## config.mk

```make
export PLATFORM = sky130hd
export DESIGN_NAME = windowed_sensor_average_alert_flat
export DESIGN_NICKNAME = d
export VERILOG_FILES = /design/src/wsaa_pkg.sv /design/src/wsaa_if.sv /design/src/wsaa_div.sv /design/src/wsaa_ctrl.sv /design/src/wsaa_dp.sv /design/src/windowed_sensor_average_alert.sv /design/src/flat_wrapper.sv
export SDC_FILE = /design/constraint.sdc
export NUM_CORES = 2
export LEC_CHECK = 0
export BUFFER_PORTS_ARGS = -buffer_cell sky130_fd_sc_hd__buf_2
export CAP_MARGIN = 25
export CORE_MARGIN = 8
export CORE_UTILIZATION = 30
export DETAILED_ROUTE_END_ITERATION = 10
export PLACE_DENSITY = 0.47
export SLEW_MARGIN = 20
export SYNTH_ARGS = -nofsm -noshare
export SYNTH_HDL_FRONTEND = slang
export SYNTH_SLANG_ARGS = --single-unit
```

## constraint.sdc

```tcl
create_clock -name clk -period 8.02 [get_ports clk]
set_clock_uncertainty 0.2 [all_clocks]
set_input_delay 0.401 -clock clk [delete_from_list [all_inputs] [get_ports clk]]
set_output_delay 0.401 -clock clk [all_outputs]
set_load 0.03 [all_outputs]
```

## src/wsaa_pkg.sv

```systemverilog
// shared types and constants for the windowed sensor average alert block
package wsaa_pkg;

  // field widths of the sensor channels
  localparam int CO2_W = 16;
  localparam int HUM_W = 14;
  localparam int TMP_W = 15;

  // configuration port
  localparam int CFG_ADDR_W = 2;
  localparam int CFG_DATA_W = 16;

  localparam logic [CFG_ADDR_W-1:0] REG_CO2_LIMIT = 2'd0;
  localparam logic [CFG_ADDR_W-1:0] REG_TMP_LIMIT = 2'd1;
  localparam logic [CFG_ADDR_W-1:0] REG_HUM_LIMIT = 2'd2;

  localparam logic [CO2_W-1:0]        CO2_LIMIT_RST = 16'd1000;
  localparam logic signed [TMP_W-1:0] TMP_LIMIT_RST = 15'sd3000;
  localparam logic [HUM_W-1:0]        HUM_LIMIT_RST = 14'd7000;

  // co2 grade levels
  localparam int GRADE_W = 2;
  localparam logic [GRADE_W-1:0] GRADE_NONE = 2'd0;
  localparam logic [GRADE_W-1:0] GRADE_LOW  = 2'd1;
  localparam logic [GRADE_W-1:0] GRADE_MID  = 2'd2;
  localparam logic [GRADE_W-1:0] GRADE_HIGH = 2'd3;

  // controller to datapath
  typedef struct packed {
    logic capture;
    logic update;
    logic mul_load;
    logic load_out;
  } ctrl_cmd_t;

  // datapath to controller
  typedef struct packed {
    logic div_done;
  } dp_status_t;

endpackage

```

## src/wsaa_if.sv

```systemverilog
// request and result channel interfaces of the windowed sensor average alert block
interface wsaa_in_if;
  logic                                   valid;
  logic                                   ready;
  logic [wsaa_pkg::CO2_W-1:0]             co2_sample;
  logic [wsaa_pkg::HUM_W-1:0]             humidity_sample;
  logic signed [wsaa_pkg::TMP_W-1:0]      temperature_sample;
  logic                                   sample_valid;
  logic                                   restart;

  modport source (
    output valid, co2_sample, humidity_sample, temperature_sample, sample_valid, restart,
    input  ready
  );
  modport sink (
    input  valid, co2_sample, humidity_sample, temperature_sample, sample_valid, restart,
    output ready
  );
endinterface

interface wsaa_out_if #(
  parameter int WINDOW_SIZE = 64
);
  localparam int CNT_W = $clog2(WINDOW_SIZE + 1);

  logic                                   valid;
  logic                                   ready;
  logic [wsaa_pkg::CO2_W-1:0]             avg_co2;
  logic [wsaa_pkg::HUM_W-1:0]             avg_humidity;
  logic signed [wsaa_pkg::TMP_W-1:0]      avg_temperature;
  logic                                   average_valid;
  logic                                   window_full;
  logic [CNT_W-1:0]                       sample_count;
  logic                                   co2_alert;
  logic                                   temperature_alert;
  logic                                   humidity_alert;
  logic                                   any_alert;
  logic [wsaa_pkg::GRADE_W-1:0]           co2_grade;

  modport source (
    output valid, avg_co2, avg_humidity, avg_temperature, average_valid, window_full,
           sample_count, co2_alert, temperature_alert, humidity_alert, any_alert, co2_grade,
    input  ready
  );
  modport sink (
    input  valid, avg_co2, avg_humidity, avg_temperature, average_valid, window_full,
           sample_count, co2_alert, temperature_alert, humidity_alert, any_alert, co2_grade,
    output ready
  );
endinterface

```

## src/wsaa_div.sv

```systemverilog
// radix-2 restoring divider, several lanes sharing one divisor and step counter
module wsaa_div #(
  parameter int DIV_W = 22,
  parameter int CNT_W = 7,
  parameter int LANES = 3
) (
  input  logic             clk,
  input  logic             rst_n,
  input  logic             start,
  input  logic [CNT_W-1:0] divisor,
  input  logic [DIV_W-1:0] dividend [LANES],
  output logic [DIV_W-1:0] quot     [LANES],
  output logic             done
);

  localparam int STEP_W = $clog2(DIV_W + 1);

  logic [STEP_W-1:0] step_r;
  logic [CNT_W-1:0]  dvs_r;
  logic [CNT_W-1:0]  rem_r [LANES];
  logic [DIV_W-1:0]  q_r   [LANES];

  always_ff @(posedge clk) begin
    if (!rst_n) begin
      step_r <= '0;
    end else if (start) begin
      step_r <= STEP_W'(DIV_W);
    end else if (step_r != '0) begin
      step_r <= step_r - STEP_W'(1);
    end
  end

  always_ff @(posedge clk) begin
    if (start) begin
      dvs_r <= divisor;
    end
  end

  for (genvar i = 0; i < LANES; i++) begin : g_lane
    logic [CNT_W:0]   rem_sh;
    logic [CNT_W:0]   rem_sub;
    logic             fits;

    always_comb begin
      rem_sh  = {rem_r[i], q_r[i][DIV_W-1]};
      rem_sub = rem_sh - {1'b0, dvs_r};
      fits    = (rem_sh >= {1'b0, dvs_r});
    end

    always_ff @(posedge clk) begin
      if (start) begin
        rem_r[i] <= '0;
        q_r[i]   <= dividend[i];
      end else if (step_r != '0) begin
        rem_r[i] <= fits ? rem_sub[CNT_W-1:0] : rem_sh[CNT_W-1:0];
        q_r[i]   <= {q_r[i][DIV_W-2:0], fits};
      end
    end

    assign quot[i] = q_r[i];
  end

  assign done = (step_r == '0);

endmodule

```

## src/wsaa_ctrl.sv

```systemverilog
// sequencing state machine of the windowed sensor average alert block
module wsaa_ctrl (
  input  logic                   clk,
  input  logic                   rst_n,
  input  logic                   in_valid,
  output logic                   in_ready,
  output logic                   out_valid,
  input  logic                   out_ready,
  input  wsaa_pkg::dp_status_t   status,
  output wsaa_pkg::ctrl_cmd_t    cmd
);

  localparam logic [1:0] ST_IDLE = 2'd0;
  localparam logic [1:0] ST_UPD  = 2'd1;
  localparam logic [1:0] ST_MUL  = 2'd2;
  localparam logic [1:0] ST_DIV  = 2'd3;

  logic [1:0] state_r, state_nxt;
  logic       out_valid_r, out_valid_nxt;
  logic       out_free;

  assign out_free = !out_valid_r || out_ready;

  always_comb begin
    state_nxt = state_r;
    cmd       = '0;
    in_ready  = 1'b0;
    case (state_r)
      ST_IDLE: begin
        in_ready = 1'b1;
        if (in_valid) begin
          cmd.capture = 1'b1;
          state_nxt   = ST_UPD;
        end
      end
      ST_UPD: begin
        cmd.update = 1'b1;
        state_nxt  = ST_MUL;
      end
      ST_MUL: begin
        cmd.mul_load = 1'b1;
        state_nxt    = ST_DIV;
      end
      ST_DIV: begin
        if (status.div_done && out_free) begin
          cmd.load_out = 1'b1;
          state_nxt    = ST_IDLE;
        end
      end
      default: begin
        state_nxt = ST_IDLE;
      end
    endcase
  end

  always_comb begin
    if (cmd.load_out) begin
      out_valid_nxt = 1'b1;
    end else if (out_ready) begin
      out_valid_nxt = 1'b0;
    end else begin
      out_valid_nxt = out_valid_r;
    end
  end

  always_ff @(posedge clk) begin
    if (!rst_n) begin
      state_r     <= ST_IDLE;
      out_valid_r <= 1'b0;
    end else begin
      state_r     <= state_nxt;
      out_valid_r <= out_valid_nxt;
    end
  end

  assign out_valid = out_valid_r;

endmodule

```

## src/wsaa_dp.sv

```systemverilog
// window store, running totals, limit products, divider and result register
module wsaa_dp #(
  parameter int WINDOW_SIZE = 64
) (
  input  logic                                  clk,
  input  logic                                  rst_n,
  input  wsaa_pkg::ctrl_cmd_t                   cmd,
  output wsaa_pkg::dp_status_t                  status,
  input  logic [wsaa_pkg::CO2_W-1:0]            in_co2,
  input  logic [wsaa_pkg::HUM_W-1:0]            in_hum,
  input  logic signed [wsaa_pkg::TMP_W-1:0]     in_tmp,
  input  logic                                  in_vld,
  input  logic                                  in_restart,
  input  logic                                  cfg_we,
  input  logic [wsaa_pkg::CFG_ADDR_W-1:0]       cfg_addr,
  input  logic [wsaa_pkg::CFG_DATA_W-1:0]       cfg_wdata,
  output logic [wsaa_pkg::CO2_W-1:0]            avg_co2,
  output logic [wsaa_pkg::HUM_W-1:0]            avg_hum,
  output logic signed [wsaa_pkg::TMP_W-1:0]     avg_tmp,
  output logic                                  avg_valid,
  output logic                                  win_full,
  output logic [$clog2(WINDOW_SIZE+1)-1:0]      smp_count,
  output logic                                  co2_alert,
  output logic                                  tmp_alert,
  output logic                                  hum_alert,
  output logic                                  any_alert,
  output logic [wsaa_pkg::GRADE_W-1:0]          co2_grade
);

  localparam int CO2_W  = wsaa_pkg::CO2_W;
  localparam int HUM_W  = wsaa_pkg::HUM_W;
  localparam int TMP_W  = wsaa_pkg::TMP_W;
  localparam int LOG_W  = $clog2(WINDOW_SIZE);
  localparam int CNT_W  = $clog2(WINDOW_SIZE + 1);
  localparam int SLOT_W = (WINDOW_SIZE > 1) ? LOG_W : 1;
  localparam int CT_W   = CO2_W + LOG_W;
  localparam int HT_W   = HUM_W + LOG_W;
  localparam int TT_W   = TMP_W + LOG_W;
  localparam int DIV_W  = CT_W;
  localparam int MEM_W  = CO2_W + HUM_W + TMP_W;
  localparam int LPW    = CO2_W + CNT_W;
  localparam int CPW    = CO2_W + CNT_W + 2;
  localparam int HPW    = HUM_W + CNT_W;
  localparam int TPW    = TMP_W + CNT_W + 1;

  // configuration
  logic [CO2_W-1:0]        co2_lim_r;
  logic signed [TMP_W-1:0] tmp_lim_r;
  logic [HUM_W-1:0]        hum_lim_r;

  always_ff @(posedge clk) begin
    if (!rst_n) begin
      co2_lim_r <= wsaa_pkg::CO2_LIMIT_RST;
      tmp_lim_r <= wsaa_pkg::TMP_LIMIT_RST;
      hum_lim_r <= wsaa_pkg::HUM_LIMIT_RST;
    end else if (cfg_we) begin
      case (cfg_addr)
        wsaa_pkg::REG_CO2_LIMIT: co2_lim_r <= cfg_wdata[CO2_W-1:0];
        wsaa_pkg::REG_TMP_LIMIT: tmp_lim_r <= $signed(cfg_wdata[TMP_W-1:0]);
        wsaa_pkg::REG_HUM_LIMIT: hum_lim_r <= cfg_wdata[HUM_W-1:0];
        default: ;
      endcase
    end
  end

  // captured request
  logic [CO2_W-1:0]        smp_co2_r;
  logic [HUM_W-1:0]        smp_hum_r;
  logic signed [TMP_W-1:0] smp_tmp_r;
  logic                    smp_vld_r;
  logic                    smp_rst_r;

  always_ff @(posedge clk) begin
    if (cmd.capture) begin
      smp_co2_r <= in_co2;
      smp_hum_r <= in_hum;
      smp_tmp_r <= in_tmp;
      smp_vld_r <= in_vld;
      smp_rst_r <= in_restart;
    end
  end

  // window state
  logic [SLOT_W-1:0]     slot_r, slot_nxt;
  logic [CNT_W-1:0]      cnt_r, cnt_nxt;
  logic [CT_W-1:0]       co2_tot_r, co2_tot_nxt;
  logic [HT_W-1:0]       hum_tot_r, hum_tot_nxt;
  logic signed [TT_W-1:0] tmp_tot_r, tmp_tot_nxt;
  logic                  full;

  // window memory, oldest entry read when the request is taken
  logic [MEM_W-1:0] mem [WINDOW_SIZE];
  logic [MEM_W-1:0] rd_r;
  logic             wr_en;
  logic [MEM_W-1:0] wr_data;

  logic [CO2_W-1:0]        old_co2;
  logic [HUM_W-1:0]        old_hum;
  logic signed [TMP_W-1:0] old_tmp;

  assign wr_en   = cmd.update && !smp_rst_r && smp_vld_r;
  assign wr_data = {smp_co2_r, smp_hum_r, smp_tmp_r};
  assign old_co2 = rd_r[MEM_W-1 -: CO2_W];
  assign old_hum = rd_r[TMP_W +: HUM_W];
  assign old_tmp = $signed(rd_r[TMP_W-1:0]);

  always_ff @(posedge clk) begin
    if (cmd.capture) begin
      rd_r <= mem[slot_r];
    end
    if (wr_en) begin
      mem[slot_r] <= wr_data;
    end
  end

  assign full = (cnt_r == CNT_W'(WINDOW_SIZE));

  always_comb begin
    slot_nxt    = slot_r;
    cnt_nxt     = cnt_r;
    co2_tot_nxt = co2_tot_r;
    hum_tot_nxt = hum_tot_r;
    tmp_tot_nxt = tmp_tot_r;
    if (cmd.update) begin
      if (smp_rst_r) begin
        slot_nxt    = '0;
        cnt_nxt     = '0;
        co2_tot_nxt = '0;
        hum_tot_nxt = '0;
        tmp_tot_nxt = '0;
      end else if (smp_vld_r) begin
        co2_tot_nxt = co2_tot_r + CT_W'(smp_co2_r) - (full ? CT_W'(old_co2) : CT_W'(0));
        hum_tot_nxt = hum_tot_r + HT_W'(smp_hum_r) - (full ? HT_W'(old_hum) : HT_W'(0));
        tmp_tot_nxt = tmp_tot_r + TT_W'(smp_tmp_r) - (full ? TT_W'(old_tmp) : TT_W'(0));
        cnt_nxt     = full ? cnt_r : cnt_r + CNT_W'(1);
        slot_nxt    = (slot_r == SLOT_W'(WINDOW_SIZE - 1)) ? '0 : slot_r + SLOT_W'(1);
      end
    end
  end

  always_ff @(posedge clk) begin
    if (!rst_n) begin
      slot_r    <= '0;
      cnt_r     <= '0;
      co2_tot_r <= '0;
      hum_tot_r <= '0;
      tmp_tot_r <= '0;
    end else begin
      slot_r    <= slot_nxt;
      cnt_r     <= cnt_nxt;
      co2_tot_r <= co2_tot_nxt;
      hum_tot_r <= hum_tot_nxt;
      tmp_tot_r <= tmp_tot_nxt;
    end
  end

  // limit times fill count, so the alerts compare exact means
  logic [LPW-1:0]         lc_n_r;
  logic [HPW-1:0]         hl_n_r;
  logic signed [TPW-1:0]  tl_n_r;
  logic                   tneg_r;

  always_ff @(posedge clk) begin
    if (cmd.mul_load) begin
      lc_n_r <= LPW'(co2_lim_r) * LPW'(cnt_r);
      hl_n_r <= HPW'(hum_lim_r) * HPW'(cnt_r);
      tl_n_r <= TPW'(tmp_lim_r) * TPW'($signed({1'b0, cnt_r}));
      tneg_r <= tmp_tot_r[TT_W-1];
    end
  end

  // alert compares, stable while the divider runs
  logic [CPW-1:0]         co2_s, two_s, lcn, three_l, two_l;
  logic                   ca, ta, ha;
  logic [wsaa_pkg::GRADE_W-1:0] grade;
  logic                   ca_r, ta_r, ha_r;
  logic [wsaa_pkg::GRADE_W-1:0] grade_r;

  always_comb begin
    co2_s   = CPW'(co2_tot_r);
    two_s   = co2_s << 1;
    lcn     = CPW'(lc_n_r);
    three_l = lcn + (lcn << 1);
    two_l   = lcn << 1;
    ca      = (co2_s > lcn);
    ta      = (TPW'(tmp_tot_r) > tl_n_r);
    ha      = (HPW'(hum_tot_r) > hl_n_r);
    if (!ca) begin
      grade = wsaa_pkg::GRADE_NONE;
    end else if (two_s <= three_l) begin
      grade = wsaa_pkg::GRADE_LOW;
    end else if (co2_s <= two_l) begin
      grade = wsaa_pkg::GRADE_MID;
    end else begin
      grade = wsaa_pkg::GRADE_HIGH;
    end
  end

  always_ff @(posedge clk) begin
    ca_r    <= ca;
    ta_r    <= ta;
    ha_r    <= ha;
    grade_r <= grade;
  end

  // divider operands, temperature by magnitude
  logic signed [DIV_W:0] tmp_ext;
  logic signed [DIV_W:0] tmp_abs;
  logic [DIV_W-1:0]      dvd  [3];
  logic [DIV_W-1:0]      quot [3];
  logic                  div_done;

  always_comb begin
    tmp_ext = (DIV_W + 1)'(tmp_tot_r);
    tmp_abs = tmp_ext[DIV_W] ? -tmp_ext : tmp_ext;
    dvd[0]  = DIV_W'(co2_tot_r);
    dvd[1]  = DIV_W'(hum_tot_r);
    dvd[2]  = tmp_abs[DIV_W-1:0];
  end

  wsaa_div #(
    .DIV_W (DIV_W),
    .CNT_W (CNT_W),
    .LANES (3)
  ) u_div (
    .clk      (clk),
    .rst_n    (rst_n),
    .start    (cmd.mul_load),
    .divisor  (cnt_r),
    .dividend (dvd),
    .quot     (quot),
    .done     (div_done)
  );

  assign status.div_done = div_done;

  // result register
  logic [DIV_W-1:0]        tq;
  logic [CO2_W-1:0]        avg_co2_r;
  logic [HUM_W-1:0]        avg_hum_r;
  logic signed [TMP_W-1:0] avg_tmp_r;
  logic                    avg_valid_r, win_full_r;
  logic [CNT_W-1:0]        count_r;
  logic                    co2_alert_r, tmp_alert_r, hum_alert_r, any_alert_r;
  logic [wsaa_pkg::GRADE_W-1:0] co2_grade_r;

  assign tq = tneg_r ? -quot[2] : quot[2];

  always_ff @(posedge clk) begin
    if (cmd.load_out) begin
      if (cnt_r == '0) begin
        avg_co2_r   <= '0;
        avg_hum_r   <= '0;
        avg_tmp_r   <= '0;
        avg_valid_r <= 1'b0;
        win_full_r  <= 1'b0;
        count_r     <= '0;
        co2_alert_r <= 1'b0;
        tmp_alert_r <= 1'b0;
        hum_alert_r <= 1'b0;
        any_alert_r <= 1'b0;
        co2_grade_r <= wsaa_pkg::GRADE_NONE;
      end else begin
        avg_co2_r   <= quot[0][CO2_W-1:0];
        avg_hum_r   <= quot[1][HUM_W-1:0];
        avg_tmp_r   <= $signed(tq[TMP_W-1:0]);
        avg_valid_r <= 1'b1;
        win_full_r  <= full;
        count_r     <= cnt_r;
        co2_alert_r <= ca_r;
        tmp_alert_r <= ta_r;
        hum_alert_r <= ha_r;
        any_alert_r <= ca_r || ta_r || ha_r;
        co2_grade_r <= grade_r;
      end
    end
  end

  assign avg_co2   = avg_co2_r;
  assign avg_hum   = avg_hum_r;
  assign avg_tmp   = avg_tmp_r;
  assign avg_valid = avg_valid_r;
  assign win_full  = win_full_r;
  assign smp_count = count_r;
  assign co2_alert = co2_alert_r;
  assign tmp_alert = tmp_alert_r;
  assign hum_alert = hum_alert_r;
  assign any_alert = any_alert_r;
  assign co2_grade = co2_grade_r;

endmodule

```

## src/windowed_sensor_average_alert.sv

```systemverilog
// top level of the windowed sensor average alert block
// moving average over the last WINDOW_SIZE valid sensor requests (co2, humidity,
// temperature) with threshold alerts and a four-level co2 grade against 1, 1.5 and 2
// times the co2 limit. each request returns exactly one result. a request runs through
// these steps before the next one can be taken: taking the request plus the window
// memory read, the running total update and memory write, the limit products, the
// radix-2 restoring divider, whose three lanes share one step counter and run one
// quotient bit per cycle, and the load of the result register. the finished result
// sits in an output register, so a new request is taken while the previous result
// still waits; a result stalled at the output holds back the next one only at its
// final load. the limits may be written at any time the block is idle; reset sets
// co2 1000 ppm, temperature 30.00 C, humidity 70.00 %. the window memory needs no
// clearing after reset
module windowed_sensor_average_alert #(
  parameter int WINDOW_SIZE = 64
) (
  input  logic                                clk,
  input  logic                                rst_n,
  wsaa_in_if.sink                             in_ch,
  wsaa_out_if.source                          out_ch,
  input  logic                                cfg_we,
  input  logic [wsaa_pkg::CFG_ADDR_W-1:0]     cfg_addr,
  input  logic [wsaa_pkg::CFG_DATA_W-1:0]     cfg_wdata
);

  localparam int CNT_W = $clog2(WINDOW_SIZE + 1);

  wsaa_pkg::ctrl_cmd_t  cmd;
  wsaa_pkg::dp_status_t status;
  logic                 in_ready;
  logic                 out_valid;
  logic [CNT_W-1:0]     smp_count;

  // sequencer: idle, window update, products and divider start, divide and load
  wsaa_ctrl u_ctrl (
    .clk       (clk),
    .rst_n     (rst_n),
    .in_valid  (in_ch.valid),
    .in_ready  (in_ready),
    .out_valid (out_valid),
    .out_ready (out_ch.ready),
    .status    (status),
    .cmd       (cmd)
  );

  // window store, totals, compares, divider and result register
  wsaa_dp #(
    .WINDOW_SIZE (WINDOW_SIZE)
  ) u_dp (
    .clk        (clk),
    .rst_n      (rst_n),
    .cmd        (cmd),
    .status     (status),
    .in_co2     (in_ch.co2_sample),
    .in_hum     (in_ch.humidity_sample),
    .in_tmp     (in_ch.temperature_sample),
    .in_vld     (in_ch.sample_valid),
    .in_restart (in_ch.restart),
    .cfg_we     (cfg_we),
    .cfg_addr   (cfg_addr),
    .cfg_wdata  (cfg_wdata),
    .avg_co2    (out_ch.avg_co2),
    .avg_hum    (out_ch.avg_humidity),
    .avg_tmp    (out_ch.avg_temperature),
    .avg_valid  (out_ch.average_valid),
    .win_full   (out_ch.window_full),
    .smp_count  (smp_count),
    .co2_alert  (out_ch.co2_alert),
    .tmp_alert  (out_ch.temperature_alert),
    .hum_alert  (out_ch.humidity_alert),
    .any_alert  (out_ch.any_alert),
    .co2_grade  (out_ch.co2_grade)
  );

  // handshake outputs
  assign in_ch.ready         = in_ready;
  assign out_ch.valid        = out_valid;
  assign out_ch.sample_count = smp_count;

endmodule

```

## src/flat_wrapper.sv

```systemverilog
// flat-port wrapper written by rule: the top's interface ports become plain ports
module windowed_sensor_average_alert_flat 
#(
  parameter int WINDOW_SIZE = 64
)
  (clk, rst_n, cfg_we, cfg_addr, cfg_wdata, in_ch_valid, in_ch_co2_sample, in_ch_humidity_sample, in_ch_temperature_sample, in_ch_sample_valid, in_ch_restart, in_ch_ready, out_ch_valid, out_ch_avg_co2, out_ch_avg_humidity, out_ch_avg_temperature, out_ch_average_valid, out_ch_window_full, out_ch_sample_count, out_ch_co2_alert, out_ch_temperature_alert, out_ch_humidity_alert, out_ch_any_alert, out_ch_co2_grade, out_ch_ready);
  wsaa_in_if in_ch_i ();
  wsaa_out_if #(.WINDOW_SIZE(WINDOW_SIZE)) out_ch_i ();
  input  logic clk;
  input  logic rst_n;
  input  logic cfg_we;
  input  logic [wsaa_pkg::CFG_ADDR_W-1:0] cfg_addr;
  input  logic [wsaa_pkg::CFG_DATA_W-1:0] cfg_wdata;
  input wire logic [$bits(in_ch_i.valid)-1:0] in_ch_valid;
  input wire logic [$bits(in_ch_i.co2_sample)-1:0] in_ch_co2_sample;
  input wire logic [$bits(in_ch_i.humidity_sample)-1:0] in_ch_humidity_sample;
  input wire logic [$bits(in_ch_i.temperature_sample)-1:0] in_ch_temperature_sample;
  input wire logic [$bits(in_ch_i.sample_valid)-1:0] in_ch_sample_valid;
  input wire logic [$bits(in_ch_i.restart)-1:0] in_ch_restart;
  output wire logic [$bits(in_ch_i.ready)-1:0] in_ch_ready;
  output wire logic [$bits(out_ch_i.valid)-1:0] out_ch_valid;
  output wire logic [$bits(out_ch_i.avg_co2)-1:0] out_ch_avg_co2;
  output wire logic [$bits(out_ch_i.avg_humidity)-1:0] out_ch_avg_humidity;
  output wire logic [$bits(out_ch_i.avg_temperature)-1:0] out_ch_avg_temperature;
  output wire logic [$bits(out_ch_i.average_valid)-1:0] out_ch_average_valid;
  output wire logic [$bits(out_ch_i.window_full)-1:0] out_ch_window_full;
  output wire logic [$bits(out_ch_i.sample_count)-1:0] out_ch_sample_count;
  output wire logic [$bits(out_ch_i.co2_alert)-1:0] out_ch_co2_alert;
  output wire logic [$bits(out_ch_i.temperature_alert)-1:0] out_ch_temperature_alert;
  output wire logic [$bits(out_ch_i.humidity_alert)-1:0] out_ch_humidity_alert;
  output wire logic [$bits(out_ch_i.any_alert)-1:0] out_ch_any_alert;
  output wire logic [$bits(out_ch_i.co2_grade)-1:0] out_ch_co2_grade;
  input wire logic [$bits(out_ch_i.ready)-1:0] out_ch_ready;
  assign in_ch_i.valid = in_ch_valid;
  assign in_ch_i.co2_sample = in_ch_co2_sample;
  assign in_ch_i.humidity_sample = in_ch_humidity_sample;
  assign in_ch_i.temperature_sample = in_ch_temperature_sample;
  assign in_ch_i.sample_valid = in_ch_sample_valid;
  assign in_ch_i.restart = in_ch_restart;
  assign in_ch_ready = in_ch_i.ready;
  assign out_ch_valid = out_ch_i.valid;
  assign out_ch_avg_co2 = out_ch_i.avg_co2;
  assign out_ch_avg_humidity = out_ch_i.avg_humidity;
  assign out_ch_avg_temperature = out_ch_i.avg_temperature;
  assign out_ch_average_valid = out_ch_i.average_valid;
  assign out_ch_window_full = out_ch_i.window_full;
  assign out_ch_sample_count = out_ch_i.sample_count;
  assign out_ch_co2_alert = out_ch_i.co2_alert;
  assign out_ch_temperature_alert = out_ch_i.temperature_alert;
  assign out_ch_humidity_alert = out_ch_i.humidity_alert;
  assign out_ch_any_alert = out_ch_i.any_alert;
  assign out_ch_co2_grade = out_ch_i.co2_grade;
  assign out_ch_i.ready = out_ch_ready;
  windowed_sensor_average_alert #(.WINDOW_SIZE(WINDOW_SIZE)) u_core (.clk(clk), .rst_n(rst_n), .in_ch(in_ch_i), .out_ch(out_ch_i), .cfg_we(cfg_we), .cfg_addr(cfg_addr), .cfg_wdata(cfg_wdata));
endmodule
```

==> impl_metrics.json <==
{
  "worst_ir_drop_vdd_uv": 187,
  "initial_utilization_pct": 30.1,
  "synth_cell_types": 81,
  "postCtsResizedCells": 0,
  "drv_cap": 0,
  "first_global_vias": 85700,
  "asyncSetResetFlopFracSynth_pct": 0,
  "wire_length_of_the_first_global_routing_pass_microns": 684000,
  "grt_use_total_pct": 19.6,
  "hold_ws_ns": 0.103,
  "drt_first_pass_iters": 6,
  "leakage_nw": 54.5,
  "timing.hold.worst_path_depth": 2,
  "totalNegativeSetupSlack_ns": 0,
  "power.clock.fraction_pct": 37.1,
  "clkSinkCount": 3328,
  "post_cts_clock_slew_at_the_launch_and_capture_registers_of_the_worst_setup_and_hold_paths_ns": 0.06,
  "cts.htree.levels": 5,
  "slew_headroom_pct": 21.4,
  "commonest_non_fill_non_tap_cell_in_the_layout": "sky130_fd_sc_hd__edfxtp_1",
  "timing.final.setup_violations": 0,
  "r2r_cells": 17,
  "timing.final.crit_share_pct": 74.3,
  "netSwitchingFraction_pct": 27.9,
  "synth_largest_type_area_fraction_pct": 68.9,
  "tritoncts": "yes",
  "clockRootBuffer": "sky130_fd_sc_hd__clkbuf_16",
  "finish.net_count": 10200,
  "hpwlAfterDp_microns": 284000,
  "drv_slew": 0,
  "synthFlopType": "sky130_fd_sc_hd__edfxtp_1",
  "post_synth_main_area_contributors": "sky130_fd_sc_hd__edfxtp_1 69%, sky130_fd_sc_hd__a22oi_1 5.2%, sky130_fd_sc_hd__fa_1 3.8%, sky130_fd_sc_hd__ha_1 3.2%, sky130_fd_sc_hd__dfxtp_1 1.9%",
  "cts.repair_timing.setup_buffer_count": 0,
  "min-delay-path-class": "in -> reg",
  "clk_path_buf_depth": 4,
  "maximum_frequency_from_static_timing_analysis_mhz": 168,
  "postRouteAntennaNets": 0,
  "drt-total-wl_microns": 497000,
  "p_seq_share_pct": 47.2,
  "tritoncts.num_buffers": 363,
  "worstPathRequired_ns": 8.47,
  "yosys.area.top_type": "sky130_fd_sc_hd__edfxtp_1",
  "postSynthNetCount": 9766,
  "critical_path_class": "reg -> reg",
  "power-per-cell-area_nw_per_um2": 277,
  "startpoint": "u_core.u_dp.cnt_r[2]$_SDFFE_PN0P_",
  "holdCritStartpoint": "in_ch_co2_sample[1]",
  "drive_gt1_share_pct": 10.7,
  "drc_errors": 0,
  "worst_setup_path_start_kind": "flop",
  "synth_seq_cells": 3328,
  "hold_viol": 0,
  "cp.arrival_ns": 6.40,
  "rsz0062_at_grt": "no",
  "std_cell_rows": 250,
  "floorplan.die_area_sq_um": 486000,
  "post-route-min-period_ns": 5.96,
  "synth_warnings": 0,
  "floorplan.core_area_sq_um": 463000,
  "worst_slew_pin_slew_ns": 1.18,
  "reg2reg_from": "u_core.u_dp.cnt_r[2]$_SDFFE_PN0P_",
  "p_comb_share_pct": 15.7,
  "area.growth.synth_to_final_pct": 16.3,
  "netlist_area_sq_um": 139000,
  "layout_common_cells": "3194 x sky130_fd_sc_hd__edfxtp_1, 957 x sky130_fd_sc_hd__a22oi_1, 580 x sky130_fd_sc_hd__inv_1",
  "num-fill-cells": 44000,
  "portBuffers": 131,
  "total_gr_overflow": 0,
  "place_congestion": 0.812,
  "avgSynthCellArea_sq_um": 15.3,
  "crit_fanout": 28,
  "die_x_microns": 697,
  "synth_sequential_area_ratio_pct": 70.9,
  "io-pin-count": 132,
  "clock_latency_ns": 1.00,
  "vertical_die_dimension_microns": 697,
  "timing.critical_path.to_type": "flop",
  "routed-via-count": 86300,
  "synth_enable_flop_cells": 3194,
  "largest_net_degree_at_the_start_of_global_routing": 105,
  "drt_iter0_markers": 10300,
  "run_status": "finished clean",
  "power.switching_w": 0.0125,
  "synthesis.instances": 9078,
  "antenna_found_initial": 50,
  "cell_internal_pwr_w": 0.0323,
  "drt-vias-per-instance": 5.41,
  "avgRoutedWirePerCell_microns": 31.1
}
-- critical path: stages (launching register included) --
cell and delay [ns]:
sky130_fd_sc_hd__dfxtp_2 0.72, sky130_fd_sc_hd__buf_4 0.42, sky130_fd_sc_hd__and2_1 0.21, sky130_fd_sc_hd__fa_1 0.45, sky130_fd_sc_hd__fa_1 0.50, sky130_fd_sc_hd__fa_1 0.50, sky130_fd_sc_hd__inv_1 0.05, sky130_fd_sc_hd__fa_1 0.48
sky130_fd_sc_hd__inv_1 0.04, sky130_fd_sc_hd__ha_1 0.36, sky130_fd_sc_hd__a21oi_1 0.12, sky130_fd_sc_hd__a21oi_1 0.14, sky130_fd_sc_hd__o21a_1 0.14, sky130_fd_sc_hd__o21ai_0 0.13, sky130_fd_sc_hd__nor3b_1 0.18, sky130_fd_sc_hd__a2111oi_0 0.68
sky130_fd_sc_hd__mux2i_1 0.27, sky130_fd_sc_hd__nand2_1 0.07
-- kinds of logic (layout without fill, tap and decap cells) --
kind of cell | count (synthesis) | in the layout | synth area share, %
mux | 26 | 26 | 0.190
fa+ha+maj | 618 | 618 | 6.98
flops | 3328 | 3328 | 70.9
xor+xnor | 165 | 165 | 1.04
simple gates | 1444 | 1444 | 5.32
compound gates | 2433 | 2433 | 12.7
other cells | 0 | 8 | 0
buf+inv | 1064 | 1765 | 2.94
-- through the flow --
| step | util [%] | instance area (sq um) | power [W] | instances | worst slack, ns |
|---|---|---|---|---|---|
| after floorplan | - | 139000 | 0.0258 | 9078 | 2.72 |
| after global placement | 32.1 | 149000 | 0.0284 | 15200 | 2.01 |
| after detailed placement | 32.2 | 149000 | 0.0286 | 15200 | 2.06 |
| after CTS | 35.0 | 162000 | 0.0452 | 16000 | 2.04 |
| after global routing | 35.0 | 162000 | 0.0465 | 16000 | 1.64 |
| final | 35.0 | 162000 | 0.0449 | 16000 | 2.06 |
-- state kept, by name, summed over array words and instances (netlist names), 15 cells and up --
signal,cells
u_core.u_dp.hl_n_r,21
u_core.u_dp.smp_tmp_r,15
u_core.u_dp.co2_lim_r,16
u_core.u_dp.avg_co2,16
u_core.u_dp.tl_n_r,23
u_core.u_dp.lc_n_r,23
u_core.u_dp.smp_co2_r,16
u_core.u_dp.tmp_tot_r,21
u_core.u_dp.tmp_lim_r,15
u_core.u_dp.mem,2880
u_core.u_dp.hum_tot_r,20
u_core.u_dp.u_div.rem_r,21
u_core.u_dp.rd_r,45
u_core.u_dp.co2_tot_r,22
u_core.u_dp.u_div.q_r,66
u_core.u_dp.avg_tmp,15
-- path summary, 6_finish.rpt --
kind / end / slack, ns
worst max register to register: u_core.u_dp.hl_n_r[19]$_DFFE_PP_ / 2.06
worst max-delay path: u_core.u_dp.hl_n_r[19]$_DFFE_PP_ / 2.06
worst min register to register: u_core.u_dp.tmp_tot_r[19]$_SDFFE_PN0P_ / 0.28
worst min-delay path: u_core.u_dp.smp_co2_r[1]$_DFFE_PP_ / 0.10
-- cell type report --
| type | count | area [sq um] | share of cell area [%] |
|---|---|---|---|
| multi-input cells | 4686 | 37100 | 22.9 |
| repair buffers | 512 | 4410 | 2.73 |
| flip-flops and latches | 3328 | 98600 | 60.9 |
| clock inverters | 219 | 2260 | 1.40 |
| diodes | 8 | 20.0 | 0.0124 |
| clock buffers | 448 | 9510 | 5.87 |
| inverters | 586 | 2200 | 1.36 |
| well taps | 6174 | 7720 | 4.77 |
-- synth_stat cells, types with 29 or more instances --
cell type,number
sky130_fd_sc_hd__xor2_1,67
sky130_fd_sc_hd__o21a_1,35
sky130_fd_sc_hd__o21ai_1,29
sky130_fd_sc_hd__nor3_1,44
sky130_fd_sc_hd__and2_1,332
sky130_fd_sc_hd__nand3_1,104
sky130_fd_sc_hd__fa_1,263
sky130_fd_sc_hd__a22oi_1,957
sky130_fd_sc_hd__nor2_1,259
sky130_fd_sc_hd__a31oi_1,226
sky130_fd_sc_hd__inv_1,583
sky130_fd_sc_hd__o21ai_0,141
sky130_fd_sc_hd__clkbuf_1,323
sky130_fd_sc_hd__dfxtp_1,134
sky130_fd_sc_hd__nand4_1,178
sky130_fd_sc_hd__xnor2_1,98
sky130_fd_sc_hd__a21oi_1,294
sky130_fd_sc_hd__nand2_1,357
sky130_fd_sc_hd__a21o_1,72
sky130_fd_sc_hd__buf_1,77
sky130_fd_sc_hd__buf_2,78
sky130_fd_sc_hd__a22o_1,261
sky130_fd_sc_hd__ha_1,355
sky130_fd_sc_hd__a211oi_1,29
sky130_fd_sc_hd__edfxtp_1,3194
sky130_fd_sc_hd__a221oi_1,265
-- routing by layer --
layer / wire length (microns) / track usage [%] / up-vias
li1: - / - / 36400
met1: 208000 / 26.5 / 45400
met2: 235000 / 32.6 / 3862
met3: 38800 / 3.15 / 680
met4: 14900 / 5.31 / 4
met5: 25 / 0 / -
-- repair_timing --
action                     CTS  global route
setup endpoints to repair    0             0
hold buffers               112             0
hold endpoints to repair   102             0
-- power groups by stage --
stage	clock, W	combinational [W]	sequential (W)
detailed placement	0	0.00701	0.0216
global placement	0	0.00686	0.0216
finish	0.0166	0.00703	0.0212
floorplan	0	0.00401	0.0218
global route	0.0175	0.00772	0.0212
CTS	0.0169	0.00708	0.0212
No activity file was read; power rests on OpenSTA's default activity.
